--- src/rtl/mlfqs_pkg.sv ---
`timescale 1ns / 1ps
`default_nettype none
// ----------------------------------------------------------------------------
// mlfqs_pkg
// Shared types, constants and arithmetic helpers of the MLFQS priority engine.
// ----------------------------------------------------------------------------
package mlfqs_pkg;

    // Table geometry and fixed-point format
    localparam int MAX_THREADS  = 64;
    localparam int SLOT_W       = $clog2(MAX_THREADS);
    localparam int FRAC_BITS    = 14;
    localparam int SLICE_TICKS  = 4;
    localparam int SLICE_W      = 3;
    localparam int TOP_PRIORITY = 63;
    localparam int PRI_W        = 6;
    localparam int RC_W         = 32;
    localparam int NICE_W       = 6;
    localparam int TPS_W        = 10;
    localparam int TPS_RESET    = 100;
    localparam int READY_W      = 7;
    localparam int PRI_PERIOD_W = 2;      // priorities refresh every 4th tick
    localparam int ENTRY_W      = RC_W + NICE_W + PRI_W;

    // Load average: never exceeds (max ready) * one, so 22 bits unsigned
    localparam int LA_W         = 22;
    localparam int TWICE_W      = LA_W + 1;
    localparam int DIVD_W       = TWICE_W + FRAC_BITS;
    localparam int DIVS_W       = TWICE_W;
    localparam int COEF_W       = FRAC_BITS;
    localparam int FP_ONE       = 1 << FRAC_BITS;
    localparam int LA_DECAY_NUM = 59;
    localparam int LA_DEN       = 60;
    localparam int SCALE_X100   = 100;
    localparam int PROD_W       = RC_W + COEF_W + 1;
    localparam int RC100_P_W    = RC_W + 8;
    localparam int LA100_P_W    = LA_W + 7;

    // Result fields
    localparam int RC100_W      = 25;
    localparam int LA100_W      = 13;
    localparam int LA100_MAX    = (1 << LA100_W) - 1;

    // Stream packing
    localparam int S_TDATA_W    = 32;
    localparam int S_TUSER_W    = 3;
    localparam int M_TDATA_W    = 56;
    localparam int S_SLOT_LSB   = 0;
    localparam int S_IDLE_BIT   = S_SLOT_LSB + SLOT_W;
    localparam int S_READY_LSB  = S_IDLE_BIT + 1;
    localparam int S_NICE_LSB   = S_READY_LSB + READY_W;
    localparam int S_INIT_LSB   = S_NICE_LSB + NICE_W;
    localparam int M_USED_W     = SLOT_W + PRI_W + RC100_W + LA100_W + 1;

    localparam logic signed [NICE_W-1:0] NICE_HI = 6'sd20;
    localparam logic signed [NICE_W-1:0] NICE_LO = -6'sd20;

    // Configuration port
    localparam int CFG_ADDR_W = 1;
    localparam int CFG_DATA_W = TPS_W;
    localparam logic [CFG_ADDR_W-1:0] CFG_ENABLE = 1'd0;
    localparam logic [CFG_ADDR_W-1:0] CFG_TPS    = 1'd1;

    typedef enum logic [2:0] {
        CMD_TICK     = 3'd0,
        CMD_SET_NICE = 3'd1,
        CMD_CREATE   = 3'd2,
        CMD_EXIT     = 3'd3,
        CMD_SWITCH   = 3'd4,
        CMD_READ     = 3'd5
    } t_cmd;

    typedef enum logic [1:0] {
        DIV_DECAY,
        DIV_ARRIVE,
        DIV_COEF
    } t_div_sel;

    typedef enum logic [4:0] {
        ST_IDLE,
        ST_DECODE,
        ST_DIV_A,
        ST_DIV_A_W,
        ST_DIV_B,
        ST_DIV_B_W,
        ST_DIV_C,
        ST_DIV_C_W,
        ST_RD,
        ST_LD,
        ST_MUL,
        ST_AGE,
        ST_PRI,
        ST_WR,
        ST_CREATE,
        ST_OUT_RD,
        ST_OUT_LD,
        ST_OUT_MUL,
        ST_OUT_FIN
    } t_state;

    typedef struct packed {
        logic     capture;
        logic     div_start;
        t_div_sel div_sel;
        logic     idx_zero;
        logic     idx_slot;
        logic     idx_inc;
        logic     mem_rd;
        logic     rd_slot;
        logic     ld;
        logic     mul;
        logic     age;
        logic     pri;
        logic     wr;
        logic     create;
        logic     out_ld;
        logic     out_mul;
        logic     out_load;
    } t_dp_ctrl;

    typedef struct packed {
        logic [2:0] cmd;
        logic       slot_valid;
        logic       sec;
        logic       walk;
        logic       inc;
        logic       div_done;
        logic       idx_last;
    } t_dp_status;

    // Saturate a 34-bit sum to the signed 32-bit recent_cpu range
    function automatic logic signed [RC_W-1:0] sat_rc(input logic signed [RC_W+1:0] v);
        logic [2:0] top;
        top = v[RC_W+1:RC_W-1];
        if (top == 3'b000 || top == 3'b111) begin
            return v[RC_W-1:0];
        end else if (v[RC_W+1]) begin
            return {1'b1, {(RC_W-1){1'b0}}};
        end else begin
            return {1'b0, {(RC_W-1){1'b1}}};
        end
    endfunction

    localparam int PW = RC_W + 4;

    // TOP - trunc(rc/4) - 2*nice, floored and clamped to 0..TOP
    function automatic logic [PRI_W-1:0] calc_priority(input logic signed [RC_W-1:0]   rc,
                                                       input logic signed [NICE_W-1:0] nice);
        logic signed [RC_W:0]   q4;
        logic signed [PW-1:0]   top_fp;
        logic signed [PW-1:0]   q4_ext;
        logic signed [PW-1:0]   nice_sh;
        logic signed [PW-1:0]   p;
        logic signed [PW-1:0]   ip;
        q4 = {rc[RC_W-1], rc};
        if (rc[RC_W-1]) begin
            q4 = q4 + 3;
        end
        q4      = q4 >>> 2;
        top_fp  = PW'(TOP_PRIORITY) << FRAC_BITS;
        q4_ext  = {{(PW-RC_W-1){q4[RC_W]}}, q4};
        nice_sh = {{(PW-NICE_W){nice[NICE_W-1]}}, nice};
        nice_sh = nice_sh <<< (FRAC_BITS + 1);
        p       = top_fp - q4_ext - nice_sh;
        ip      = p >>> FRAC_BITS;
        if (ip[PW-1]) begin
            return '0;
        end else if (ip > PW'(TOP_PRIORITY)) begin
            return PRI_W'(TOP_PRIORITY);
        end else begin
            return ip[PRI_W-1:0];
        end
    endfunction

endpackage
`default_nettype wire

--- src/rtl/mlfqs_ctrl.sv ---
`timescale 1ns / 1ps
`default_nettype none
// ----------------------------------------------------------------------------
// mlfqs_ctrl
// Command sequencer: divisions, table walk, result read-out, output register.
// ----------------------------------------------------------------------------
module mlfqs_ctrl (
    input  wire logic                   i_clk,
    input  wire logic                   i_rst_n,
    input  wire logic                   i_s_tvalid,
    output logic                        o_s_tready,
    output logic                        o_m_tvalid,
    input  wire logic                   i_m_tready,
    input  wire mlfqs_pkg::t_dp_status  i_status,
    output mlfqs_pkg::t_dp_ctrl         o_ctrl
);
    import mlfqs_pkg::*;

    t_state r_state;
    t_state n_state;
    logic   r_out_valid;
    logic   n_out_valid;
    logic   out_free;

    assign out_free = !r_out_valid || i_m_tready;

    always_ff @(posedge i_clk) begin
        if (!i_rst_n) begin
            r_state     <= ST_IDLE;
            r_out_valid <= 1'b0;
        end else begin
            r_state     <= n_state;
            r_out_valid <= n_out_valid;
        end
    end

    // Next state
    always_comb begin
        n_state = r_state;
        unique case (r_state)
            ST_IDLE:    if (i_s_tvalid) n_state = ST_DECODE;
            ST_DECODE: begin
                unique case (i_status.cmd)
                    CMD_TICK: begin
                        if (i_status.sec) begin
                            n_state = ST_DIV_A;
                        end else if (i_status.walk || i_status.inc) begin
                            n_state = ST_RD;
                        end else begin
                            n_state = ST_OUT_RD;
                        end
                    end
                    CMD_SET_NICE: n_state = i_status.slot_valid ? ST_RD : ST_OUT_RD;
                    CMD_CREATE:   n_state = ST_CREATE;
                    default:      n_state = ST_OUT_RD;
                endcase
            end
            ST_DIV_A:   n_state = ST_DIV_A_W;
            ST_DIV_A_W: if (i_status.div_done) n_state = ST_DIV_B;
            ST_DIV_B:   n_state = ST_DIV_B_W;
            ST_DIV_B_W: if (i_status.div_done) n_state = ST_DIV_C;
            ST_DIV_C:   n_state = ST_DIV_C_W;
            ST_DIV_C_W: if (i_status.div_done) n_state = ST_RD;
            ST_RD:      n_state = ST_LD;
            ST_LD:      n_state = ST_MUL;
            ST_MUL:     n_state = ST_AGE;
            ST_AGE:     n_state = ST_PRI;
            ST_PRI:     n_state = ST_WR;
            ST_WR:      n_state = (i_status.walk && !i_status.idx_last) ? ST_RD : ST_OUT_RD;
            ST_CREATE:  n_state = ST_OUT_RD;
            ST_OUT_RD:  n_state = ST_OUT_LD;
            ST_OUT_LD:  n_state = ST_OUT_MUL;
            ST_OUT_MUL: n_state = ST_OUT_FIN;
            ST_OUT_FIN: if (out_free) n_state = ST_IDLE;
            default:    n_state = ST_IDLE;
        endcase
    end

    // Outputs
    always_comb begin
        o_ctrl         = '0;
        o_ctrl.div_sel = DIV_DECAY;
        o_s_tready     = 1'b0;
        unique case (r_state)
            ST_IDLE: begin
                o_s_tready     = 1'b1;
                o_ctrl.capture = i_s_tvalid;
            end
            ST_DECODE: begin
                o_ctrl.idx_zero = i_status.walk;
                o_ctrl.idx_slot = !i_status.walk;
            end
            ST_DIV_A: begin
                o_ctrl.div_start = 1'b1;
                o_ctrl.div_sel   = DIV_DECAY;
            end
            ST_DIV_B: begin
                o_ctrl.div_start = 1'b1;
                o_ctrl.div_sel   = DIV_ARRIVE;
            end
            ST_DIV_C: begin
                o_ctrl.div_start = 1'b1;
                o_ctrl.div_sel   = DIV_COEF;
            end
            ST_RD:      o_ctrl.mem_rd = 1'b1;
            ST_LD:      o_ctrl.ld     = 1'b1;
            ST_MUL:     o_ctrl.mul    = 1'b1;
            ST_AGE:     o_ctrl.age    = 1'b1;
            ST_PRI:     o_ctrl.pri    = 1'b1;
            ST_WR: begin
                o_ctrl.wr      = 1'b1;
                o_ctrl.idx_inc = i_status.walk && !i_status.idx_last;
            end
            ST_CREATE:  o_ctrl.create = 1'b1;
            ST_OUT_RD: begin
                o_ctrl.mem_rd  = 1'b1;
                o_ctrl.rd_slot = 1'b1;
            end
            ST_OUT_LD:  o_ctrl.out_ld   = 1'b1;
            ST_OUT_MUL: o_ctrl.out_mul  = 1'b1;
            ST_OUT_FIN: o_ctrl.out_load = out_free;
            default:    ;
        endcase
    end

    // Output register: holds one finished result until taken
    always_comb begin
        if (o_ctrl.out_load) begin
            n_out_valid = 1'b1;
        end else if (i_m_tready) begin
            n_out_valid = 1'b0;
        end else begin
            n_out_valid = r_out_valid;
        end
    end

    assign o_m_tvalid = r_out_valid;

endmodule
`default_nettype wire

--- config.mk ---
export PLATFORM = sky130hd
export DESIGN_NAME = mlfqs_ctrl
export DESIGN_NICKNAME = d
export VERILOG_FILES = /design/src/rtl/mlfqs_pkg.sv /design/src/rtl/mlfqs_ctrl.sv
export SDC_FILE = /design/constraint.sdc
export NUM_CORES = 1
export LEC_CHECK = 0
export BUFFER_PORTS_ARGS = -buffer_cell sky130_fd_sc_hd__buf_2
export CAP_MARGIN = 30
export CORE_UTILIZATION = 30
export CTS_BUF_LIST = sky130_fd_sc_hd__clkbuf_2
export CTS_CLUSTER_DIAMETER = 60
export DETAILED_ROUTE_END_ITERATION = 8
export GPL_TIMING_DRIVEN = 1
export PLACE_DENSITY_LB_ADDON = 0.15
export RECOVER_POWER = 25
export SYNTH_ARGS = -nofsm -noshare
export SYNTH_HDL_FRONTEND = slang
export SYNTH_SLANG_ARGS = --single-unit
--- constraint.sdc ---
create_clock -name i_clk -period 2.4 [get_ports i_clk]
set_clock_uncertainty 0.2 [all_clocks]
set_input_delay 0.24 -clock i_clk [delete_from_list [all_inputs] [get_ports i_clk]]
set_output_delay 0.24 -clock i_clk [all_outputs]
set_load 0.02 [all_outputs]
Yosys cells after proc, flatten, opt, wreduce, memory -nomap -nowiden
Cells that the tools add are included.
Operators by class
  equal/unequal tests: 25
  muxes and demuxes: 29
  reduce and logical (&&, ||, !) cells: 11
Operator list (number)
  one-hot mux 5 bit (19 select lines): 1
  == test 5 x 4 -> 1 bit, second input constant: 8
  two-way mux 5 bit: 5
  == test 5 x 3 -> 1 bit, second input constant: 4
  two-way mux 1 bit: 16
  == test 5 bit, second input constant: 3
  one-hot mux 5 bit (3 select lines): 1
  == test 5 x 2 -> 1 bit, second input constant: 2
  inequality test 2 bit, second input constant: 5
  two-way mux 3 bit: 3
  one-hot mux 3 bit (3 select lines): 1
  == test 5 x 1 -> 1 bit, second input constant: 1
  logical NOT 5 bit: 1
  AND reduction 5 bit: 1
  two-way mux 4 bit: 1
  == test 3 x 1 -> 1 bit, second input constant: 1
  == test 3 x 2 -> 1 bit, second input constant: 1
  logical NOT 1 bit: 3
  logical NOT 3 bit: 1
  logical OR 1 bit: 2
  two-way mux 2 bit: 1
  nonzero test 2 bit: 1
  OR reduction 2 bit: 1
  logical AND 1 bit: 1
Storage, ports and cells
  register bits: 6
  bits of input ports: 13
  output and inout bits: 20
  logic and storage cells: 67

Depth between registers and ports, before layout
  word-level depth: 5
  depth in mapped cells: 5
  depth with buffers taken out: 4

Least setup slack after synthesis
OpenSTA, ideal clock, no wires.
  path type: register to register
  start point: register r_state[0]
  end point: register r_state[2]
  library setup time: 0.119 ns
  arrival time: 1.518 ns
  data required time: 2.081 ns
  slack: 0.563 ns
  cell stages (with the launch flop): 6
  buffers on the path: 1
  clock period less this slack: 1.837 ns
  path through: dfxtp_1 buf_6 or3_4 or3_1 and3_4 o221a_2
Between the ends
  cells in the longest elaborated chain, start to end: 3
  elaborated cells between the ends (all ways): 26
  classes of those cells: eq/ne: 23; mux: 1; reduce/logical: 2
Ends and longest elaborated chain
  start: declaration: line mlfqs_ctrl.sv:19  | t_state r_state;
  start signal: assignment: line mlfqs_ctrl.sv:32  | r_state <= n_state;
  == test 5 bit (tied with other cells): line mlfqs_ctrl.sv:40  | unique case (r_state)
  inequality test 2 bit (no source line)
  AND reduction 5 bit (no source line)
Several ways; a longest one is shown, not always the timed one.
A chain may end at the register's enable or synchronous reset.

==> impl_metrics.tcl <==
set metrics [dict create \
    start_util_pct 32.8 \
    period_minus_slack_ps 2190 \
    slowest_delay_ps 420 \
    crit_path_top_delay_cell "dfxtp_1" \
    seqPwrFrac_pct 21.0 \
    crit_type "reg2out" \
    cts_tree "done" \
    comb_power_share_pct 70.6 \
    antenna_left 0 \
    grt_pass1_wl_um 3020 \
    setup_tns_ps 0 \
    first_pass_iters 6 \
    cts.repair.resized 0 \
    p_clk_share_pct 8.3 \
    slew_violations 0 \
    antenna_found_initial 0 \
    areaGrowthSynthToFinish_pct 26.8 \
    hold_viol 0 \
    fp.dieW_um 49.0 \
    core_region_area_sq_mm 0.00202 \
    clockRootBuffer "clkbuf_2" \
    cp_num_buf_inv 1 \
    drive_gt1_share_pct 32.5 \
    ys_ff_latch 6 \
    crit_chain "or3_1 > nor3b_1 > and2_1 > buf_2" \
    synth_fp_nets 106 \
    grt_start_max_net_pins 19 \
    dpl.hpwl_um 1390 \
    max-cap-violations 0 \
    first_iter_violations 41 \
    grt_overflow_total 0 \
    io_pins 33 \
    synth_flop_cell "dfxtp_1" \
    internal_power_mw 0.429 \
    htreeDepth 1 \
    postCtsSetupRepairBufs 0 \
    cts_hold_buf 0 \
    final_net_count 138 \
    setup_violations 0 \
    endpoint_kind "output port" \
    clock_sinks 6 \
    layout.cells.most_common_list "buf_2, nor2_1, nand2_1" \
    finalPower_mw 0.892 \
    wl_um 1790 \
    synthArstFlopShare_pct 0 \
    path_clk_slew_ps 60 \
    p_switching_mw 0.463 \
    ys_types 41 \
    synth.avg_cell_area_sq_um 7.13 \
    avgViaCountPerCell 5.38 \
    synth_cells 93 \
    crit_family "simple AND/OR/NAND/NOR gates" \
    clk_latency_ps 230 \
    synth_area_leader_cell "dfxtp_1" \
    grt_pass1_vias 682 \
    synth_edf_count 0 \
    syn_area_sq_um 663 \
    ys_seq_area_share_pct 18.1 \
    cp.arrival_ps 1750 \
    fin_crit_sh_pct 91.1 \
    synth_top_area_share_pct 18.1 \
    clockBufferDepth 2 \
    grt_util_all_layers_pct 16.2 \
    vias 807 \
    hold_path.class "in2reg" \
    cts_buffers 3 \
    netlist_top_cells_area "dfxtp_1, nor2_1, nand2b_1" \
    rsz0062_at_grt "no" \
    peakVddDrop_mv 0.612 \
    final_common_cell "buf_2" \
    worst_setup_path_start_kind "flip-flop" \
    rows 16 \
    design.die.area_sq_mm 0.00240 \
    cp_max_fo 14 \
    chipHeight_um 49.0 \
    powerDensity_mw_per_mm2 1060 \
    slew-limit-headroom_pct 65.6 \
    status "completed" \
    cp.required_ps 1960 \
    antenna_cells 0 \
    tightestPinTransition_ps 502 \
    fmax_ghz 0.457 \
    cellLeakagePower_nw 0.398 \
    post_drt_wl_per_cell_um 11.9 \
    drc 0 \
    p_sw_share_pct 51.9 \
    yosysWarnings 0 \
    io_buffers 32 \
    place.gp.congestion 0.784 \
]
layout make-up:
type                       count  area (sq um)
fill                         230          1180
multi-input combinational     77           487
timing repair buffer          35           178
sequential                     6           120
tap                           27          33.8
clock buffer                   3          15.0
inverter                       2          7.51
power by group through the flow:
stage               registers (mW)  clock network, mW  logic [mW]
floorplan                    0.150                  0       0.511
CTS                          0.186             0.0770       0.639
detailed placement           0.189                  0       0.636
global route                 0.193             0.0843       0.695
global placement             0.191                  0       0.638
finish                       0.187             0.0745       0.630
worst reg2reg max path, cell delays in order (launching register included):
cell and delay (ps):
dfxtp_1 460, or3_1 480, or3_1 370, and3_4 200
a32o_1 230
layer usage:
metal / up-vias / wire (um) / track usage (%)
met3: 4 / 121 / 2.18
met5: - / 0 / 0
met1: 362 / 837 / 21.5
met4: 0 / 19 / 8.82
met2: 31 / 808 / 25.2
li1: 410 / - / -
Yosys cell counts (3+ instances only):
cell	instances
dfxtp_1	6
nor4b_1	3
nand2b_1	5
o21ai_0	4
nor3_1	4
or3_1	3
and2_1	3
nor2_1	13
nand3b_1	3
nand2_1	7
and3_1	3
clkbuf_1	4
logic make-up (layout without fill, tap and decap cells):
logic type | count (synthesis) | count (layout) | share of synthesized area (%)
flops | 6 | 6 | 18.1
buf+inv | 10 | 40 | 7.74
simple gates | 55 | 55 | 47.7
compound gates | 22 | 22 | 26.4
flip-flops by register name, indices dropped and copies added, names as in the netlist:
signal and count:
o_m_tvalid 1, r_state 5
through the flow:
stage | std cells | util, % | setup WS (ps) | instance area (sq um) | hold slack (ps)
after CTS | 150 | 42.1 | 214 | 851 | 107
after floorplan | 93 | - | 563 | 663 | 182
after global placement | 147 | 41.3 | 428 | 836 | 331
after detailed placement | 147 | 41.3 | 399 | 836 | 325
after global routing | 150 | 41.6 | 17.0 | 841 | 97.2
final | 150 | 41.6 | 213 | 841 | 110
worst paths after layout:
| check | from | end | slack (ps) | cells after the start |
|---|---|---|---|---|
| max | r_state[3]$_SDFFE_PN0P_ | o_ctrl[13] | 210 | 4 |
| min | i_rst_n | r_state[0]$_SDFFE_PN0P_ | 110 | 2 |
| max reg2reg | r_state[4]$_SDFFE_PN0P_ | r_state[1]$_SDFFE_PN0P_ | 350 | 4 |
| min reg2reg | o_m_tvalid$_SDFFE_PN0P_ | o_m_tvalid$_SDFFE_PN0P_ | 350 | 2 |
No activity file was read; power rests on OpenSTA's default activity.
